**src/rtl/core/rau_pkg.sv**
```systemverilog
// Package with shared types and constants of the rational arithmetic unit.
`default_nettype none
package rau_pkg;
  localparam int unsigned ValueWidthDefault = 32;
  localparam int unsigned WideWidth = 64;

  typedef enum logic [2:0] {
    OP_ADD = 3'd0, OP_SUB = 3'd1, OP_MUL = 3'd2, OP_DIV = 3'd3,
    OP_EQ  = 3'd4, OP_NE  = 3'd5, OP_GT  = 3'd6, OP_LT  = 3'd7
  } opcode_t;

  typedef enum logic [1:0] {
    ST_OK       = 2'd0,
    ST_ZERO_DEN = 2'd1,
    ST_OVERFLOW = 2'd2,
    ST_UNUSED   = 2'd3
  } status_t;

  // Word passed from the front part to the back part.
  typedef struct packed {
    logic                 direct;
    logic                 truth;
    status_t              status;
    logic                 neg;
    logic [WideWidth-1:0] nm;
    logic [WideWidth-1:0] dm;
  } job_t;

  typedef enum logic [2:0] {
    BK_IDLE, BK_GCD, BK_DIVN, BK_DIVD, BK_CHECK, BK_DONE
  } back_state_t;
endpackage
`default_nettype wire

```
**src/rtl/core/rau_back.sv**
```systemverilog
// Back part: binary gcd, two serial divisions and range check.
`default_nettype none
module rau_back
  import rau_pkg::*;
#(
  parameter int unsigned VALUE_WIDTH = ValueWidthDefault
) (
  input  wire logic        clk,
  input  wire logic        rst,
  input  wire logic        job_valid,
  output logic             job_ready,
  input  job_t             job,
  output logic             empty,
  input  wire logic        pop,
  output logic [31:0]      res_num,
  output logic [30:0]      res_den,
  output logic             truth,
  output logic [1:0]       status
);
  localparam int CntW = $clog2(WideWidth + 1);
  localparam logic [WideWidth-1:0] Limit = WideWidth'(1) << (VALUE_WIDTH - 1);

  back_state_t state, state_next;
  logic [WideWidth-1:0] x, y, g, nm, dm, quo, rem;
  logic [CntW-1:0] shift, bits;
  logic neg;

  assign job_ready = (state == BK_IDLE);
  assign empty     = (state != BK_DONE);

  // Subtract step of the shift-subtract divider by g.
  logic [WideWidth:0] rtry;
  logic [WideWidth-1:0] quo_step, rem_step;
  always_comb begin
    rtry = {rem, quo[WideWidth-1]} - {1'b0, g};
    quo_step = {quo[WideWidth-2:0], !rtry[WideWidth]};
    rem_step = rtry[WideWidth] ? {rem[WideWidth-2:0], quo[WideWidth-1]}
                               : rtry[WideWidth-1:0];
  end

  always_comb begin
    state_next = state;
    case (state)
      BK_IDLE:  if (job_valid) state_next = job.direct ? BK_DONE : BK_GCD;
      BK_GCD:   if (y == '0 || x == '0) state_next = BK_DIVN;
      BK_DIVN:  if (bits == CntW'(1)) state_next = BK_DIVD;
      BK_DIVD:  if (bits == CntW'(1)) state_next = BK_CHECK;
      BK_CHECK: state_next = BK_DONE;
      BK_DONE:  if (pop) state_next = BK_IDLE;
      default:  state_next = BK_IDLE;
    endcase
  end

  always_ff @(posedge clk) begin
    if (rst) state <= BK_IDLE;
    else state <= state_next;
  end

  logic [WideWidth-1:0] gg;
  always_comb gg = (x == '0 ? y : x) << shift;

  always_ff @(posedge clk) begin
    case (state)
      BK_IDLE: if (job_valid) begin
        res_num <= '0;
        res_den <= 31'd1;
        truth   <= job.truth;
        status  <= job.status;
        neg <= job.neg;
        nm  <= job.nm;
        dm  <= job.dm;
        x <= job.nm;
        y <= job.dm;
        shift <= '0;
      end
      BK_GCD: begin
        // Stein's algorithm, one step per cycle.
        if (y == '0 || x == '0) begin
          g <= gg;
          quo <= nm;
          rem <= '0;
          bits <= CntW'(WideWidth);
        end else if (!x[0] && !y[0]) begin
          x <= x >> 1;
          y <= y >> 1;
          shift <= shift + CntW'(1);
        end else if (!x[0]) begin
          x <= x >> 1;
        end else if (!y[0]) begin
          y <= y >> 1;
        end else if (x >= y) begin
          x <= (x - y) >> 1;
        end else begin
          y <= (y - x) >> 1;
        end
      end
      BK_DIVN, BK_DIVD: begin
        if (bits != CntW'(1)) begin
          quo  <= quo_step;
          rem  <= rem_step;
          bits <= bits - CntW'(1);
        end else if (state == BK_DIVN) begin
          // Numerator done; start on the denominator.
          nm   <= quo_step;
          quo  <= dm;
          rem  <= '0;
          bits <= CntW'(WideWidth);
        end else begin
          dm <= quo_step;
        end
      end
      BK_CHECK: begin
        // Range check and final sign.
        if (dm > Limit - 1 || (neg ? nm > Limit : nm > Limit - 1)) begin
          status <= ST_OVERFLOW;
        end else begin
          res_num <= neg ? 32'(-nm) : 32'(nm);
          res_den <= 31'(dm);
        end
      end
      default: ;
    endcase
  end
endmodule
`default_nettype wire

```
**config.mk**
```make
export PLATFORM = sky130hd
export DESIGN_NAME = rau_back
export DESIGN_NICKNAME = d
export VERILOG_FILES = /design/src/rtl/core/rau_pkg.sv /design/src/rtl/core/rau_back.sv
export SDC_FILE = /design/constraint.sdc
export NUM_CORES = 2
export LEC_CHECK = 0
export ABC_CLOCK_PERIOD_IN_PS = 16600
export BUFFER_PORTS_ARGS = -buffer_cell sky130_fd_sc_hd__buf_2
export CAP_MARGIN = 0
export CORE_MARGIN = 4
export CORE_UTILIZATION = 45
export CTS_CLUSTER_DIAMETER = 50
export DETAILED_ROUTE_END_ITERATION = 7
export PLACE_DENSITY = 0.68
export SYNTH_ARGS = -nofsm -noshare
export SYNTH_HDL_FRONTEND = slang
export SYNTH_SLANG_ARGS = --single-unit
export TNS_END_PERCENT = 10
```
**constraint.sdc**
```tcl
create_clock -name clk -period 16.6 [get_ports clk]
set_clock_uncertainty 0.2 [all_clocks]
set_input_delay 3.32 -clock clk [delete_from_list [all_inputs] [get_ports clk]]
set_output_delay 3.32 -clock clk [all_outputs]
set_load 0.01 [all_outputs]
```
-- Yosys cells after proc, flatten, opt, wreduce, memory -nomap -nowiden
Cells that the tools add are included.
W data, S select, Z words.
- register bits: 532
- input port bits: 137
- output and inout bits: 68
- $add $sub $neg: 6
- $lt $le $gt $ge: 4
- equality and inequality tests: 25
- shifts and indexed selects: 1
- multiplexer cells: 56
- reductions and logical operators: 27
- operators with widths (operator ; number):
    $mux W64 ; 24
    $pmux W64 S2 ; 6
    $gt A64 B31 Y1 const B ; 2
    $logic_not A64 Y1 ; 2
    $sub A64 B64 Y64 ; 2
    $mux W32 ; 3
    $sub A65 B64 Y65 ; 1
    $ge A64 B64 Y1 ; 1
    $gt A64 B32 Y1 const B ; 1
    $pmux W32 S2 ; 1
    $shl A64 B7 Y64 ; 1
    $mux W31 ; 2
    $pmux W31 S2 ; 1
    $mux W7 ; 6
    $neg A32 Y32 ; 1
    $pmux W7 S2 ; 2
    $ne A2 B2 Y1 const B ; 12
    $mux W3 ; 6
    $pmux W3 S6 ; 1
    $reduce_and A4 Y1 ; 4
    $reduce_and A5 Y1 ; 3
    $ne A4 B4 Y1 const B ; 3
    $reduce_and A3 Y1 ; 4
    $ne A3 B3 Y1 const B ; 3
    other kinds (17) ; 27

-- Longest topological paths before layout
- depth in word-level cells: 7
- mapped depth: 17
- gate-level depth less buffers: 15

-- Worst setup path after synthesis
Ideal clock, no wire load.
- kind: register to register
- start point: reg x[24]
- end point: reg bits[0] (enable)
- data arrival time: 7.673 ns
- required time: 15.768 ns
- path slack: 8.096 ns
- cell stages (with the launch flop): 11
- path buffers: 3
- cell sequence: edfxtp_1 nor4_1 nand4_1 nor4_1 buf_2 buf_2 buf_2 inv_1 o41ai_1 a22oi_1 nor2_1
- word-level cells in the longest chain between the ends: 4
- ends and longest elaborated chain (element ; RTL line ; source):
    start, declared ; rau_back.sv:24 ; logic [WideWidth-1:0] x, y, g, nm, dm, quo, rem;
    start signal, assigned ; rau_back.sv:72 ; x <= job.nm;
    start signal, assigned ; rau_back.sv:84 ; x <= x >> 1;
    start signal, assigned ; rau_back.sv:88 ; x <= x >> 1;
    $logic_not A64 Y1 ; rau_back.sv:78 ; if (y == '0 || x == '0) begin
    $logic_or A1 B1 Y1 ; rau_back.sv:78 ;
    $ne A2 B2 Y1 (no line) ; -- ;
    $reduce_and A3 Y1 (no line) ; -- ;
    end signal, assigned ; rau_back.sv:82 ; bits <= CntW'(WideWidth);
    end signal, assigned ; rau_back.sv:101 ; bits <= bits - CntW'(1);
    end signal, assigned ; rau_back.sv:107 ; bits <= CntW'(WideWidth);
    end, declared ; rau_back.sv:25 ; logic [CntW-1:0] shift, bits;
No other way between the ends.
A chain may end at the register's enable or synchronous reset.

-- Worst setup path after layout
- start point: reg x[0]
- end point: reg x[52], data pin
- word-level cells in the longest chain between the ends: 7
- elaborated cells between the ends (all ways): 9
- ends and longest elaborated chain (element ; RTL line ; source):
    $sub A64 B64 Y64 ; rau_back.sv:92 ; x <= (x - y) >> 1;
    $mux W64 ; rau_back.sv:91 ; end else if (x >= y) begin
    $mux W64 ; rau_back.sv:89 ; end else if (!y[0]) begin
    $mux W64 ; rau_back.sv:87 ; end else if (!x[0]) begin
    $mux W64 * ; rau_back.sv:83 ; end else if (!x[0] && !y[0]) begin
    $mux W64 * ; rau_back.sv:78 ;
    $pmux W64 S2 * ; rau_back.sv:63 ; case (state)
Mark *: on every way between the ends. The rest lies on a longest branch, timed or not. The select of a mux whose other input is x is not followed.

==> impl_metrics.xml <==
<?xml version="1.0" encoding="UTF-8"?>
<metrics>
  <group name="run_status">
    <metric name="status" unit="">finished clean</metric>
  </group>
  <group name="clocking">
    <metric name="count_of_hold_fix_buffers_inserted_at_cts" unit="">0</metric>
    <metric name="clock_path_buffers" unit="">3</metric>
    <metric name="htreeDepth" unit="">3</metric>
    <metric name="clk_latency" unit="ns">0.67</metric>
    <metric name="cts_root_buf" unit="">sky130_fd_sc_hd__clkbuf_16</metric>
    <metric name="clkSlewWorstSetupHoldPaths" unit="ns">0.06</metric>
    <metric name="cts.sink_count" unit="">532</metric>
    <metric name="tritoncts" unit="">done</metric>
    <metric name="post_cts.resized_instances" unit="">0</metric>
    <metric name="postCtsSetupRepairBufs" unit="">0</metric>
    <metric name="cts-buffers-inserted" unit="">78</metric>
  </group>
  <group name="setup_path">
    <metric name="crit_cells" unit="">17</metric>
    <metric name="cp_data_required_time" unit="ns">16.86</metric>
    <metric name="path_cells" unit="">inv_1 &gt; ha_1 &gt; fa_1 &gt; nor2b_1 &gt; o21ai_1 &gt; a21oi_1 &gt; o31ai_1 &gt; a31oi_1 &gt; and2_2 &gt; a21oi_1 &gt; a2111o_1 &gt; a22oi_2 &gt; buf_4 &gt; and3_2 &gt; buf_4 &gt; nand2_2 &gt; o21ai_0</metric>
    <metric name="crit_arrival" unit="ns">6.79</metric>
    <metric name="critical_path.slowest_cell" unit="">sky130_fd_sc_hd__a22oi_2</metric>
    <metric name="critical_path.endpoint_type" unit="">flip-flop</metric>
    <metric name="critical_path.max_fanout" unit="">56</metric>
    <metric name="path_delay_family" unit="">compound AO/OA/AOI/OAI gates</metric>
    <metric name="r2r.worst_path.cells" unit="">17</metric>
    <metric name="critical_path.n_buffers_inverters" unit="">3</metric>
    <metric name="startpoint_type" unit="">flip-flop</metric>
    <metric name="crit_path_max_incr_delay" unit="ns">0.98</metric>
    <metric name="critical_setup_path_kind" unit="">flip-flop to flip-flop</metric>
  </group>
  <group name="place">
    <metric name="post-dp-hpwl" unit="um">109300</metric>
    <metric name="io_buffers" unit="">204</metric>
    <metric name="place_congestion" unit="">0.9917</metric>
  </group>
  <group name="synth">
    <metric name="synthMuxAreaShare" unit="%">6.114</metric>
    <metric name="post_synth_main_area_contributors" unit="">sky130_fd_sc_hd__edfxtp_1 (40%), sky130_fd_sc_hd__nand2_1 (7.4%), sky130_fd_sc_hd__ha_1 (6.3%)</metric>
    <metric name="area_share_of_the_largest_cell_type_after_synthesis" unit="%">40.35</metric>
    <metric name="ys_top_cells_by_count" unit="">sky130_fd_sc_hd__nand2_1 (778), sky130_fd_sc_hd__edfxtp_1 (529), sky130_fd_sc_hd__nor2_1 (448), sky130_fd_sc_hd__a21oi_1 (410), sky130_fd_sc_hd__inv_1 (239)</metric>
    <metric name="synth_cells" unit="">4506</metric>
    <metric name="syn-cell-area" unit="mm^2">0.03937</metric>
    <metric name="synthDistinctLibCells" unit="">95</metric>
    <metric name="synth_compound_gate_area_share" unit="%">18.65</metric>
    <metric name="yosysTopAreaCell" unit="">sky130_fd_sc_hd__edfxtp_1</metric>
    <metric name="synthXorXnorAreaFrac" unit="%">4.894</metric>
    <metric name="synth_nets" unit="">4844</metric>
    <metric name="combinational_family_with_the_most_area_after_synthesis" unit="">compound AO/OA/AOI/OAI gates</metric>
    <metric name="total_number_of_yosys_warnings" unit="">0</metric>
    <metric name="synth.yosys.seq_area_share" unit="%">40.50</metric>
    <metric name="synthMostInstantiatedCell" unit="">sky130_fd_sc_hd__nand2_1</metric>
    <metric name="count_of_flip_flops_with_a_built_in_enable_after_synthesis" unit="">529</metric>
    <metric name="synthArstFlopShare" unit="%">0</metric>
    <metric name="synth.ff_latch_count" unit="">532</metric>
    <metric name="synth.avg_cell_area" unit="um^2">8.738</metric>
    <metric name="synth_ff_type" unit="">sky130_fd_sc_hd__edfxtp_1</metric>
    <metric name="synth_fa_ha_area_share" unit="%">6.445</metric>
    <metric name="post_synth_and_or_nand_nor_area_fraction" unit="%">18.16</metric>
  </group>
  <group name="sta">
    <metric name="setup-tns-final" unit="ns">0</metric>
    <metric name="time_the_worst_path_needs_with_i_o_delays_and_setup" unit="ns">6.526</metric>
    <metric name="unrepaired_setup_endpoints_after_global_routing" unit="">no</metric>
    <metric name="final_hold_vios" unit="">0</metric>
    <metric name="final_min_period_over_clock_period" unit="%">39.32</metric>
    <metric name="slew_headroom" unit="%">15.78</metric>
    <metric name="transition_at_the_pin_with_the_smallest_max_transition_slack" unit="ns">1.263</metric>
    <metric name="setup_viol" unit="">0</metric>
    <metric name="drv_slew" unit="">0</metric>
    <metric name="max_clock_freq" unit="GHz">0.1532</metric>
  </group>
  <group name="power_and_ir_drop">
    <metric name="pwr-share-seq" unit="%">29.7</metric>
    <metric name="total_switching_power" unit="uW">2741</metric>
    <metric name="clock_power_share" unit="%">26.2</metric>
    <metric name="power.share.combinational" unit="%">44.1</metric>
    <metric name="static-leakage-power" unit="uW">0.01835</metric>
    <metric name="swShare" unit="%">43.47</metric>
    <metric name="power.density_cell_area" unit="mW/mm^2">144.3</metric>
    <metric name="worst_ir_drop_vdd" unit="uV">90.60</metric>
    <metric name="intPower" unit="uW">3565</metric>
  </group>
  <group name="global_route">
    <metric name="grt_antenna_before_repair" unit="">1</metric>
    <metric name="track_usage" unit="%">29.91</metric>
    <metric name="largest_net_degree_at_the_start_of_global_routing" unit="">87</metric>
    <metric name="total_congestion_overflow" unit="">0</metric>
    <metric name="grt_pass1_vias" unit="">33410</metric>
    <metric name="grt_pass1_wl" unit="um">213500</metric>
  </group>
  <group name="finish">
    <metric name="area.growth.synth_to_final" unit="%">11.02</metric>
    <metric name="utilization" unit="%">50.39</metric>
    <metric name="layout-drive-gt1-share" unit="%">9.759</metric>
    <metric name="fin_nets" unit="">4887</metric>
  </group>
  <group name="routing">
    <metric name="routed_wirelength" unit="um">143600</metric>
    <metric name="routed_via_density" unit="">6.172</metric>
    <metric name="initialDrtViolationCount" unit="">4267</metric>
    <metric name="num_vias" unit="">35590</metric>
    <metric name="postRouteAntennaNets" unit="">0</metric>
    <metric name="detail_route.drc_violations" unit="">0</metric>
    <metric name="post_drt_wl_per_cell" unit="um">24.91</metric>
    <metric name="firstDrtPassIters" unit="">6</metric>
  </group>
  <group name="job">
    <metric name="max_cap_violations" unit="">0</metric>
  </group>
  <group name="floorplan">
    <metric name="die_x" unit="um">303.8</metric>
    <metric name="starting_density_of_the_core" unit="%">45.38</metric>
    <metric name="die-area" unit="mm^2">0.09229</metric>
    <metric name="floorplan.die.height" unit="um">303.8</metric>
    <metric name="boundaryPins" unit="">205</metric>
    <metric name="fp.coreArea" unit="mm^2">0.08675</metric>
    <metric name="rows" unit="">108</metric>
  </group>
  <group name="hold_path">
    <metric name="worst_hold_path_type" unit="">flip-flop to flip-flop</metric>
    <metric name="timing.hold.worst_path_depth" unit="">2</metric>
  </group>
</metrics>
[flip-flops by register name, indices dropped and copies added (netlist names)]
name / flops
dm: 64
g: 64
nm: 64
quo: 64
rem: 64
x: 64
y: 64
res_num: 32
res_den: 31
bits: 7
shift: 7
state: 3
status: 2
neg: 1
truth: 1
[worst reg2reg max path, stage by stage, from the launching register on]
cell and delay [ns]:
sky130_fd_sc_hd__edfxtp_1 0.49, sky130_fd_sc_hd__inv_1 0.14, sky130_fd_sc_hd__ha_1 0.24, sky130_fd_sc_hd__fa_1 0.40, sky130_fd_sc_hd__nor2b_1 0.13, sky130_fd_sc_hd__o21ai_1 0.10, sky130_fd_sc_hd__a21oi_1 0.27, sky130_fd_sc_hd__o31ai_1 0.14
sky130_fd_sc_hd__a31oi_1 0.48, sky130_fd_sc_hd__and2_2 0.30, sky130_fd_sc_hd__a21oi_1 0.18, sky130_fd_sc_hd__a2111o_1 0.42, sky130_fd_sc_hd__a22oi_2 0.98, sky130_fd_sc_hd__buf_4 0.44, sky130_fd_sc_hd__and3_2 0.24, sky130_fd_sc_hd__buf_4 0.65
sky130_fd_sc_hd__nand2_2 0.33, sky130_fd_sc_hd__o21ai_0 0.23
[metal layers]
| metal | track usage [%] | vias up | routed length [um] |
|---|---|---|---|
| met2 | 45.27 | 1920 | 61910 |
| met5 | 0 | - | 0 |
| met1 | 42.58 | 17110 | 60620 |
| met4 | 11.67 | 0 | 6300 |
| met3 | 5.491 | 290 | 14800 |
| li1 | - | 16270 | - |
[power by group through the flow]
stage	combinational (uW)	clock, uW	sequential [uW]
floorplan	1870	0	1800
global placement	2720	0	1880
detailed placement	2690	0	1880
CTS	2700	1670	1860
global route	2960	1730	1880
finish	2780	1650	1870
[layout make-up]
cell class,count,area [um^2]
clock inverter,59,630.6
tap,1155,1445
sequential,532,15950
fill,8322,43040
clock buffer,83,1971
antenna,1,2.502
inverter,240,900.9
multi-input combinational,3451,21480
timing repair buffer,246,1336
[kinds of logic after synthesis]
logic type | Yosys count
adder cells (fa/ha/maj) | 201
AO/OA/AOI/OAI | 1150
flip-flops | 532
AND/OR/NAND/NOR | 1646
XOR/XNOR | 217
buffers and inverters | 523
multiplexers | 237
[metrics by stage]
stage	instances	hold WS [ns]	power [uW]	setup WS, ns	instance area [um^2]
3_5_place_dp	5624	0.3488	4570	10.48	41110
5_1_grt	5766	0.3868	6562	9.957	43710
6_report	5767	0.3382	6306	10.07	43710
2_1_floorplan	4506	0.3053	3672	8.096	39370
4_1_cts	5766	0.3371	6228	10.42	43710
3_3_place_gp	5624	0.3447	4597	10.61	41110
[final timing paths]
check	from	to	slack [ns]
worst max-delay path	x[0]	x[52]	10.07
worst min-delay path	quo[56]	nm[57]	0.34
worst max register to register	x[0]	x[52]	10.07
worst min register to register	quo[56]	nm[57]	0.34
[placed cells by master, fill, tap and decap left out, types with 55 or more instances in the layout]
cell type / count
sky130_fd_sc_hd__nand2_1: 777
sky130_fd_sc_hd__edfxtp_1: 529
sky130_fd_sc_hd__nor2_1: 446
sky130_fd_sc_hd__a21oi_1: 409
sky130_fd_sc_hd__inv_1: 238
sky130_fd_sc_hd__mux2i_1: 218
sky130_fd_sc_hd__buf_2: 204
sky130_fd_sc_hd__ha_1: 198
sky130_fd_sc_hd__o21ai_0: 175
sky130_fd_sc_hd__xnor2_1: 122
sky130_fd_sc_hd__a21o_1: 120
sky130_fd_sc_hd__xor2_1: 93
sky130_fd_sc_hd__a31oi_1: 82
sky130_fd_sc_hd__clkbuf_16: 78
sky130_fd_sc_hd__a221oi_1: 75
sky130_fd_sc_hd__nor4_1: 60
sky130_fd_sc_hd__nor3_1: 59
sky130_fd_sc_hd__nand4_1: 55
Note: power is estimated with default switching activity, not from simulation.
